==> config.mk <==
export PLATFORM = sky130hd
export DESIGN_NAME = cursor_list_insert_engine_top
export DESIGN_NICKNAME = d
export VERILOG_FILES = /design/src/sv/clie_pkg.sv /design/src/sv/cursor_list_insert_engine_top.sv
export SDC_FILE = /design/constraint.sdc
export NUM_CORES = 1
export LEC_CHECK = 0
export BUFFER_PORTS_ARGS = -buffer_cell sky130_fd_sc_hd__buf_2
export CORE_ASPECT_RATIO = 0.9
export CORE_MARGIN = 2
export CORE_UTILIZATION = 45
export DETAILED_ROUTE_END_ITERATION = 7
export HOLD_SLACK_MARGIN = 0.03
export PLACE_DENSITY_LB_ADDON = 0.05
export SETUP_SLACK_MARGIN = 0.02
export SYNTH_ARGS = -nofsm -noshare
export SYNTH_HDL_FRONTEND = slang
export SYNTH_SLANG_ARGS = --single-unit
==> constraint.sdc <==
create_clock -name clk -period 3.2 [get_ports clk]
set_input_delay 0.32 -clock clk [delete_from_list [all_inputs] [get_ports clk]]
set_output_delay 0.32 -clock clk [all_outputs]
set_load 0.01 [all_outputs]
==> src/sv/clie_pkg.sv <==
// Shared constants for the cursor list insert engine.
package clie_pkg;

	localparam int KIND_W = 1;
	localparam int POS_W = 8;
	localparam int CHAR_W = 8;
	localparam int STATUS_W = 2;
	localparam int ORD_W = 4;

	typedef logic [STATUS_W-1:0] status_t;

	localparam status_t STATUS_OK = 2'd0;
	localparam status_t STATUS_BAD_POS = 2'd1;
	localparam status_t STATUS_FULL = 2'd2;
	localparam status_t STATUS_EMPTY = 2'd3;

	localparam logic [KIND_W-1:0] KIND_INSERT = 1'b0;
	localparam logic [KIND_W-1:0] KIND_READOUT = 1'b1;

endpackage

==> src/sv/cursor_list_insert_engine_top.sv <==
// Cursor list insert engine: a static linked list of bytes kept in a node memory.
//
// Request channel (req_valid, req_stall, kind, position, element): kind selects an insert
// of element at the 1-based position, or a readout of the whole list. The engine works on
// one request at a time and stalls the request channel until that request is finished.
// Response channel (rsp_valid, rsp_stall, status, char_out, ordinal, last): an insert
// gives one beat; a readout gives one beat per element, or one empty beat, with last set
// on the final beat. A response beat waits in an output register while rsp_stall is high,
// and the engine halts in place until that register is free again.
// Every step is at most one read of the link memory. An insert does a length walk, a free
// slot take, a predecessor walk and two link writes; a readout walks the list once from the
// head and gives one beat per element in list order, as the output register frees up.
// After reset the link memory reads as its initial state at once (free chain through
// all data slots, list empty) through per-entry valid flags; no clearing pass is needed.
module cursor_list_insert_engine_top #(
	parameter int NODES = 16
) (
	input  logic                          clk,
	input  logic                          arst_n,
	input  logic                          req_valid,
	output logic                          req_stall,
	input  logic [clie_pkg::KIND_W-1:0]   kind,
	input  logic [clie_pkg::POS_W-1:0]    position,
	input  logic [clie_pkg::CHAR_W-1:0]   element,
	output logic                          rsp_valid,
	input  logic                          rsp_stall,
	output logic [clie_pkg::STATUS_W-1:0] status,
	output logic [clie_pkg::CHAR_W-1:0]   char_out,
	output logic [clie_pkg::ORD_W-1:0]    ordinal,
	output logic                          last
);

	localparam int IW = $clog2(NODES);
	localparam int CW = IW + 1;
	localparam logic [IW-1:0] HEAD = IW'(NODES - 1);
	localparam logic [IW-1:0] FREE_HEAD = '0;

	localparam logic [3:0] ST_IDLE = 4'd0;
	localparam logic [3:0] ST_LEN = 4'd1;
	localparam logic [3:0] ST_FREE = 4'd2;
	localparam logic [3:0] ST_TAKE = 4'd3;
	localparam logic [3:0] ST_PRED = 4'd4;
	localparam logic [3:0] ST_LINK = 4'd5;
	localparam logic [3:0] ST_JOIN = 4'd6;
	localparam logic [3:0] ST_RD = 4'd7;
	localparam logic [3:0] ST_EMIT = 4'd8;

	function automatic logic [IW-1:0] reset_link(input logic [IW-1:0] a);
		if (int'(a) < NODES - 2) begin
			reset_link = a + IW'(1);
		end else begin
			reset_link = '0;
		end
	endfunction

	logic [IW-1:0] link_mem [NODES];
	logic [clie_pkg::CHAR_W-1:0] char_mem [NODES];
	logic [NODES-1:0] link_vld_q;

	logic [IW-1:0] link_rd_q;
	logic [IW-1:0] rd_addr_q;
	logic rd_vld_q;
	logic [clie_pkg::CHAR_W-1:0] char_rd_q;

	logic [3:0] state_q, state_d;
	logic [clie_pkg::POS_W-1:0] pos_q;
	logic [clie_pkg::CHAR_W-1:0] elem_q;
	logic [CW-1:0] cnt_q, cnt_d;
	logic [IW-1:0] slot_q, slot_d;
	logic [IW-1:0] pred_q, pred_d;

	logic rsp_valid_q;
	clie_pkg::status_t status_q;
	logic [clie_pkg::CHAR_W-1:0] char_q;
	logic [clie_pkg::ORD_W-1:0] ord_q;
	logic last_q;

	logic re, we, cwe, ld, accept, out_free, bad_pos, emit_last;
	logic [IW-1:0] ra, wa, wd;
	logic [IW-1:0] lnk;
	clie_pkg::status_t ld_status;
	logic [clie_pkg::CHAR_W-1:0] ld_char;
	logic [clie_pkg::ORD_W-1:0] ld_ord;
	logic ld_last;

	assign lnk = rd_vld_q ? link_rd_q : reset_link(rd_addr_q);
	assign accept = req_valid && !req_stall;
	assign req_stall = (state_q != ST_IDLE);
	assign out_free = !rsp_valid_q || !rsp_stall;
	assign bad_pos = (pos_q == '0) || (16'(pos_q) > 16'(cnt_q) + 16'd1);
	assign emit_last = (lnk == '0) || (16'(cnt_q) + 16'd1 >= 16'(NODES - 2));

	always_comb begin
		state_d = state_q;
		cnt_d = cnt_q;
		slot_d = slot_q;
		pred_d = pred_q;
		re = 1'b0;
		ra = '0;
		we = 1'b0;
		wa = '0;
		wd = '0;
		cwe = 1'b0;
		ld = 1'b0;
		ld_status = clie_pkg::STATUS_OK;
		ld_char = '0;
		ld_ord = '0;
		ld_last = 1'b1;
		case (state_q)
			ST_IDLE: begin
				if (accept) begin
					re = 1'b1;
					ra = HEAD;
					cnt_d = '0;
					state_d = (kind == clie_pkg::KIND_INSERT) ? ST_LEN : ST_RD;
				end
			end
			ST_LEN: begin
				if (lnk != '0) begin
					cnt_d = cnt_q + CW'(1);
					re = 1'b1;
					ra = lnk;
				end else if (bad_pos) begin
					if (out_free) begin
						ld = 1'b1;
						ld_status = clie_pkg::STATUS_BAD_POS;
						state_d = ST_IDLE;
					end
				end else begin
					re = 1'b1;
					ra = FREE_HEAD;
					state_d = ST_FREE;
				end
			end
			ST_FREE: begin
				if (lnk == '0) begin
					if (out_free) begin
						ld = 1'b1;
						ld_status = clie_pkg::STATUS_FULL;
						state_d = ST_IDLE;
					end
				end else begin
					slot_d = lnk;
					re = 1'b1;
					ra = lnk;
					state_d = ST_TAKE;
				end
			end
			ST_TAKE: begin
				we = 1'b1;
				wa = FREE_HEAD;
				wd = lnk;
				cwe = 1'b1;
				pred_d = HEAD;
				cnt_d = '0;
				re = 1'b1;
				ra = HEAD;
				state_d = (pos_q == clie_pkg::POS_W'(1)) ? ST_LINK : ST_PRED;
			end
			ST_PRED: begin
				pred_d = lnk;
				cnt_d = cnt_q + CW'(1);
				re = 1'b1;
				ra = lnk;
				if (16'(cnt_q) + 16'd1 == 16'(pos_q) - 16'd1) begin
					state_d = ST_LINK;
				end
			end
			ST_LINK: begin
				we = 1'b1;
				wa = slot_q;
				wd = lnk;
				state_d = ST_JOIN;
			end
			ST_JOIN: begin
				if (out_free) begin
					we = 1'b1;
					wa = pred_q;
					wd = slot_q;
					ld = 1'b1;
					state_d = ST_IDLE;
				end
			end
			ST_RD: begin
				if (lnk == '0) begin
					if (out_free) begin
						ld = 1'b1;
						ld_status = clie_pkg::STATUS_EMPTY;
						state_d = ST_IDLE;
					end
				end else begin
					re = 1'b1;
					ra = lnk;
					state_d = ST_EMIT;
				end
			end
			ST_EMIT: begin
				if (out_free) begin
					ld = 1'b1;
					ld_char = char_rd_q;
					ld_ord = clie_pkg::ORD_W'(cnt_q + CW'(1));
					ld_last = emit_last;
					if (emit_last) begin
						state_d = ST_IDLE;
					end else begin
						cnt_d = cnt_q + CW'(1);
						re = 1'b1;
						ra = lnk;
					end
				end
			end
			default: begin
				state_d = ST_IDLE;
			end
		endcase
	end

	always_ff @(posedge clk) begin
		if (we) begin
			link_mem[wa] <= wd;
		end
		if (cwe) begin
			char_mem[slot_q] <= elem_q;
		end
		if (re) begin
			link_rd_q <= link_mem[ra];
			char_rd_q <= char_mem[ra];
		end
	end

	always_ff @(posedge clk) begin
		if (accept) begin
			pos_q <= position;
			elem_q <= element;
		end
		cnt_q <= cnt_d;
		slot_q <= slot_d;
		pred_q <= pred_d;
		if (ld) begin
			status_q <= ld_status;
			char_q <= ld_char;
			ord_q <= ld_ord;
			last_q <= ld_last;
		end
	end

	always_ff @(posedge clk or negedge arst_n) begin
		if (!arst_n) begin
			state_q <= ST_IDLE;
			link_vld_q <= '0;
			rd_vld_q <= 1'b0;
			rd_addr_q <= '0;
			rsp_valid_q <= 1'b0;
		end else begin
			state_q <= state_d;
			if (we) begin
				link_vld_q[wa] <= 1'b1;
			end
			if (re) begin
				rd_vld_q <= link_vld_q[ra];
				rd_addr_q <= ra;
			end
			if (ld) begin
				rsp_valid_q <= 1'b1;
			end else if (!rsp_stall) begin
				rsp_valid_q <= 1'b0;
			end
		end
	end

	assign rsp_valid = rsp_valid_q;
	assign status = status_q;
	assign char_out = char_q;
	assign ordinal = ord_q;
	assign last = last_q;

	a_no_rw_clash: assert property (@(posedge clk) disable iff (!arst_n)
		(we && re) |-> (wa != ra))
		else $error("link memory read and write hit the same slot");

	a_no_self_link: assert property (@(posedge clk) disable iff (!arst_n)
		(we && (wa != FREE_HEAD)) |-> (wd != wa))
		else $error("a node was linked to itself");

	a_last_ends_item: assert property (@(posedge clk) disable iff (!arst_n)
		(ld && ld_last) |=> (state_q == ST_IDLE))
		else $error("final beat loaded but engine did not return to idle");

	a_error_beat_shape: assert property (@(posedge clk) disable iff (!arst_n)
		(ld && (ld_status != clie_pkg::STATUS_OK)) |-> (ld_last && (ld_ord == '0)
			&& (ld_char == '0)))
		else $error("error beat carries data or is not final");

endmodule

# Word level (Yosys, flattened, before mapping)
# Memories as Yosys holds them, arrays and structs flattened. A register that Yosys moved wholly into a read port is not among the register bits.
# Index checks and enable logic that the tools add are counted.
dict set report totals {
  regBits 70
  mem_bits_rw 192
  in_bits 21
  word_cells 131
  n_memories 2
}
dict set report op_classes {
  addsub 4
  order_cmp 6
  eq_ne 18
  muxes 62
  bitwise 2
  n_reduce_logical 23
}
# name words word_bits read_ports rd_ports_with_merged_regs wr line
set mem_list {}
lappend mem_list {char_mem 16 8 1 1 1 cursor_list_insert_engine_top.sv:57} ;# logic [clie_pkg::CHAR_W-1:0] char_mem [NODES];
lappend mem_list {link_mem 16 4 1 1 1 cursor_list_insert_engine_top.sv:56} ;# logic [IW-1:0] link_mem [NODES];
# op count
set ops {}
lappend ops {{two-way mux 4 bit} 18}
lappend ops {{case mux 4 bit (9 select lines)} 1}
lappend ops {{case mux 5 bit (5 select lines)} 1}
lappend ops {{case mux 4 bit (2 select lines)} 3}
lappend ops {{case mux 4 bit (6 select lines)} 1}
lappend ops {{two-way mux 1 bit} 23}
lappend ops {{two-way mux 5 bit} 4}
lappend ops {{== test 4 x 3 -> 1 bit (second input constant)} 4}
lappend ops {{== test 6 x 16 -> 1 bit} 1}
lappend ops {{>= comparator 16 x 4 -> 1 bit (second input constant)} 1}
lappend ops {{greater-than comparator 8 x 16 -> 1 bit} 1}
lappend ops {{bitwise OR 16 bit} 1}
lappend ops {{!= test 2 bit (second input constant)} 7}
lappend ops {{< comparator 4 x 5 -> 1 bit (second input constant)} 2}
lappend ops {{AND reduction 5 bit} 2}
lappend ops {{subtractor 8 x 1 -> 9 bit (second input constant)} 1}
lappend ops {{== test 4 x 2 -> 1 bit (second input constant)} 2}
lappend ops {{== test 8 x 1 -> 1 bit (second input constant)} 1}
lappend ops {{zero test 4 bit} 2}
lappend ops {{zero test 8 bit} 1}
lappend ops {{two-way mux 2 bit} 4}
lappend ops {{nonzero test 4 bit} 2}
lappend ops {{OR reduction 2 bit} 4}
lappend ops {{adder 5 x 1 -> 6 bit (second input constant)} 1}
lappend ops {{other kinds (21)} 27}

# Logic depth before layout (Yosys ltp)
dict set report depth {
  word_depth 10
  depth_mapped 13
}

# Least setup slack after synthesis
# No wires, ideal clock.
dict set report synth_path {
  path_kind {register to register}
  startpoint {register cnt_q[0]}
  endpoint {register cnt_q[0] (enable)}
  setup_time_ps 397
  t_arrival_ps 2816
  required_ps 2803
  setup_slack_ps -13
  path_stages_with_launch 8
  path_buffers 0
  cell_sequence {edfxtp_1 -> ha_1 -> nand2b_1 -> maj3_1 -> o221a_1 -> o31ai_1 -> a22oi_1 -> a2111oi_0}
}
dict set report synth_via {
  elab_chain_cells 5
}
# element line
set synth_rtl {}
lappend synth_rtl {{start: declaration} cursor_list_insert_engine_top.sv:68} ;# logic [CW-1:0] cnt_q, cnt_d;
lappend synth_rtl {{start signal: assignment} cursor_list_insert_engine_top.sv:236} ;# cnt_q <= cnt_d;
lappend synth_rtl {{adder 5 x 1 -> 6 bit} cursor_list_insert_engine_top.sv:91} ;# assign emit_last = (lnk == '0) || (16'(cnt_q) + 16'd1 >= 16'(NODES - 2));
lappend synth_rtl {{>= comparator 16 x 4 -> 1 bit} cursor_list_insert_engine_top.sv:91}
lappend synth_rtl {{logical OR 1 bit} cursor_list_insert_engine_top.sv:91}
lappend synth_rtl {{!= test 2 bit (no source line)} n/a}
lappend synth_rtl {{AND reduction 5 bit (no source line)} n/a}
# No other way between the ends.
# A chain may end at the register's enable or synchronous reset.

# Worst setup path after layout
dict set report layout_path {
  startpoint {register state_q[1]}
  endpoint {register char_rd_q[7] (netlist bit), read port of char_mem, data pin}
}
dict set report layout_via {
  elab_chain_cells 5
}
# element line
set layout_rtl {}
lappend layout_rtl {{start: declaration} cursor_list_insert_engine_top.sv:65} ;# logic [3:0] state_q, state_d;
lappend layout_rtl {{start signal: assignment} cursor_list_insert_engine_top.sv:255} ;# state_q <= state_d;
lappend layout_rtl {{nonzero test 4 bit} cursor_list_insert_engine_top.sv:88} ;# assign req_stall = (state_q != ST_IDLE);
lappend layout_rtl {{zero test 1 bit} cursor_list_insert_engine_top.sv:87} ;# assign accept = req_valid && !req_stall;
lappend layout_rtl {{logical AND 1 bit} cursor_list_insert_engine_top.sv:87}
lappend layout_rtl {{two-way mux 4 bit / two-way mux 1 bit (equally long branches)} cursor_list_insert_engine_top.sv:111} ;# if (accept) begin
lappend layout_rtl {{case mux 4 bit (6 select lines) / case mux 1 bit (5 select lines) (equally long branches)} cursor_list_insert_engine_top.sv:109} ;# case (state_q)
lappend layout_rtl {{end: declaration} cursor_list_insert_engine_top.sv:63} ;# logic [clie_pkg::CHAR_W-1:0] char_rd_q;
# Parallel ways exist; a longest one is shown, timed or not.

==> run metrics <==
Final Hold Fails=0; worst r2r dst=char_rd_q[7]$_DFFE_PP_; Routability Congestion=0.9668; htree depth=1; fraction of synthesized cell area in xor and xnor cells=0.8012%; WHS=0.1423 ns; Initial Utilization=46.01%; depth of the most critical reg-to-reg path=10; Synth area leader=edfxtp_1; vias in the first global route=7,923; register area=8098 um2; share of cells above drive strength 1=19.96%; CP cell instances=xor2_1, o211ai_1, a31oi_4, buf_4, buf_16, mux2i_1, o2bb2ai_1, a221oi_1, or3_1, o21ai_1; Final Cycle Share=96.33%; GR Util met3=3.200%; multi-input logic area=3794 um2; max frequency=324.4 MHz; status=complete, no violations; Syn Inst Count=913; Max Buffers Root-to-Sink=3; Peak VDD IR=0.0009709 V; GR peak layer=met2; Worst Hold Path EP=rsp_valid$_DFFE_PN0P_; post-synth cell types=80; Post-Synth Simple-Gate Area=10.60%; crit-path max cell delay=0.44 ns; Syn Area/Cell=13.17 um2; Syn. warnings=0; Worst Path Max Fanout=74; Critical Path AT=3.37 ns; Finished Core Util=54.85%; Setup Slack @ Placement=-0.07040 ns; Worst setup SP type=register; Compound-Gate Fraction of Synth Area=14.32%; syn nets=945; M1 GR Usage=32.32%; Final Worst Setup Slack=0.1173 ns; worst r2r src=state_q[1]$_DFFE_PN0P_; Worst Hold Launch=rsp_stall; Worst Skew=0.01177 ns; register bit total from synthesis=274; Post-Route WL=31.25 mm; hold depth=3; nets=1,052; initial antenna violation count=0; CTS tree=done; sequential share of the synthesized area=67.35%; Die Footprint=28,050 um2; Layout area overhead=19.23%; cell area after synthesis=12,020 um2; first-pass detailed-route iteration total=5; Period minus WS final=3.083 ns; endpoint type of the worst setup path=register; PwrDens=1218 nW/um2; average wire per standard cell=22.48 um; Power, Total=17.46 mW; Core ar.=26,140 um2; kind of critical path=reg2reg; Post-synth top flop=edfxtp_1; gr usage total=22.12%; Setup Viol. Count Final=0; FFs w/ async S/R, synth=9.489%; antenna violation net count after detailed routing=0; Clock Root Buffer=clkbuf_16; Port-buffer cells=37; number of buffers and inverters on the critical path=2; main combinational cell family by area after synthesis=compound AO/OA/AOI/OAI gates; Post-synth EDFFs=248; first-pass GRT wire length=47.32 mm; num ports=38; row count=56; GRT overflow=0; CTS buffer count=29; CP delay by family, top=compound AO/OA/AOI/OAI gates; met2 Usage GRT=34.42%; DRC Markers=0; Clock Sink Count=274; vias per inst=5.833; Slew headroom=45.46%; Die Y=159.1 um; largest net degree at the start of global routing=75; DP Wirelength=21.08 mm; Die Span X=176.3 um; clk_lat worst skew=0.55 ns; R2R Setup Slk=0.12 ns; hold crit path type=in2reg; clock edge transition at the registers on the reported setup and hold paths=0.06 ns; RSZ-0062 raised after global routing=true; Final Max Slew Viols=0; Lkg Pwr=5.129 nW; CP required=3.49 ns; CP max stage cell=dfrtp_1; largest cells by area after synthesis=edfxtp_1, dfrtp_1, mux2i_1; Max Cap Viol=0; final setup TNS=0 ns; Filler Cell Count=2,187; top-area cell type share of the netlist area=61.94%; Post-Synth Adder-Cell Area=1.228%; mux cell area share after synthesis=3.424%; Worst-Margin Slew=0.8142 ns; # diodes=0; via count=8,108; initial drt markers=743
synth_stat cells, types with 3 or more instances:
cell type / count
a211oi_1: 4
inv_1: 14
a21o_1: 4
nor2_1: 79
ha_1: 11
o32ai_1: 13
o21ai_1: 16
nand2b_1: 13
clkbuf_1: 21
o21a_1: 4
and3_1: 3
o211ai_1: 4
a21oi_1: 49
nor2b_1: 10
buf_2: 18
a221o_1: 3
mux2i_1: 40
edfxtp_1: 248
o2bb2ai_1: 23
nand3_1: 12
nand2_1: 77
buf_1: 5
o21ai_0: 46
o22ai_1: 6
o31ai_1: 5
or2_2: 21
dfrtp_1: 26
a31oi_1: 7
xnor2_1: 5
nor3_1: 10
xor2_1: 6
and2_1: 17
or3_1: 13
a221oi_1: 23
buf_4: 4
a21boi_1: 3
cell families after synthesis:
kind of cell,count (synthesis)
and+or+nand+nor,268
xor gates and xnor gates,11
buffers and inverters,63
muxes,41
AOI/OAI and AO/OA,244
adders and majority gates,12
DFF,274
layout make-up:
type	count	share of cell area [%]
tap	348	3.037
clock inverter	16	1.265
multi-input combinational	576	26.46
inverter	15	0.3927
sequential	274	56.48
timing repair buffer	124	6.807
clock buffer	37	5.551
state kept, by name, summed over array words and instances, names as in the netlist:
register,count
slot_q,4
char_mem,128
cnt_q,5
rsp_valid,1
link_mem,64
link_rd_q,4
pred_q,4
ordinal,4
char_rd_q,8
status,2
rd_addr_q,4
last,1
pos_q,8
link_vld_q,16
rd_vld_q,1
char_out,8
state_q,4
elem_q,8
where the power goes:
group | internal, mW | switching (mW)
Clock | 2.07 | 1.35
Sequential | 4.72 | 0.430
Combinational | 3.48 | 5.42
Total | 10.3 | 7.20
routing by layer:
layer  vias up  share of wire, %
met5         -                 0
met4         0               3.1
met3        60               5.6
met2       282                46
met1      4059                46
li1       3707                 -
stage by stage:
| step | std cells | cell area, um2 |
|---|---|---|
| floorplan | 913 | 12030 |
| finish | 1390 | 14340 |
| global placement | 1317 | 13010 |
| global route | 1390 | 14340 |
| CTS | 1387 | 14180 |
| detailed placement | 1317 | 13010 |
worst max path at each step:
| stage | from | to | slack (ns) | cells after the start |
|---|---|---|---|---|
| after floorplan | cnt_q[0]$_SDFFCE_PN0P_ | rsp_valid$_DFFE_PN0P_ | 0.09 | 12 |
| after global placement | cnt_q[0]$_SDFFCE_PN0P_ | char_rd_q[5]$_DFFE_PP_ | 0.004 | 12 |
| after detailed placement | cnt_q[0]$_SDFFCE_PN0P_ | char_rd_q[5]$_DFFE_PP_ | -0.07 | 12 |
| after CTS | cnt_q[0]$_SDFFCE_PN0P_ | char_rd_q[6]$_DFFE_PP_ | 0.03 | 10 |
| after global routing | state_q[0]$_DFFE_PN0P_ | link_rd_q[2]$_DFFE_PP_ | -0.04 | 11 |
| final | state_q[1]$_DFFE_PN0P_ | char_rd_q[7]$_DFFE_PP_ | 0.12 | 10 |
tightest hold or removal path: stages:
cell      delay, ns
buf_2          0.09
nand2_1        0.13
nand2b_1       0.10
timing repair:
item | CTS | global route
pin swaps | 0 | 4
endpoints found under the hold margin | 42 | 0
cloned | 0 | 1
setup buffers | 0 | 2
hold buffers | 17 | 0
setup endpoints to repair | 3 | 41
gates resized for setup | 3 | 23
cells in the final DEF, fill, tap and decap left out, types with 5 or more instances in the layout:
| cell | n |
|---|---|
| o21ai_0 | 45 |
| xor2_1 | 6 |
| a221oi_1 | 18 |
| o2bb2ai_1 | 23 |
| nor2_1 | 78 |
| a31oi_1 | 6 |
| buf_4 | 62 |
| nand2_1 | 77 |
| o21ai_1 | 17 |
| dlygate4sd3_1 | 17 |
| clkbuf_16 | 30 |
| nand3_1 | 12 |
| dfrtp_1 | 26 |
| edfxtp_1 | 248 |
| inv_1 | 14 |
| xnor2_1 | 5 |
| buf_2 | 37 |
| nor3_1 | 10 |
| a21oi_1 | 49 |
| a221oi_2 | 5 |
| o32ai_1 | 9 |
| nand2b_1 | 13 |
| and2_1 | 16 |
| nor2b_1 | 10 |
| o31ai_1 | 5 |
| o22ai_1 | 5 |
| or3_1 | 13 |
| clkinv_1 | 5 |
| ha_1 | 10 |
| mux2i_1 | 39 |
| or2_2 | 21 |
Power figures use the tool's default switching activity.
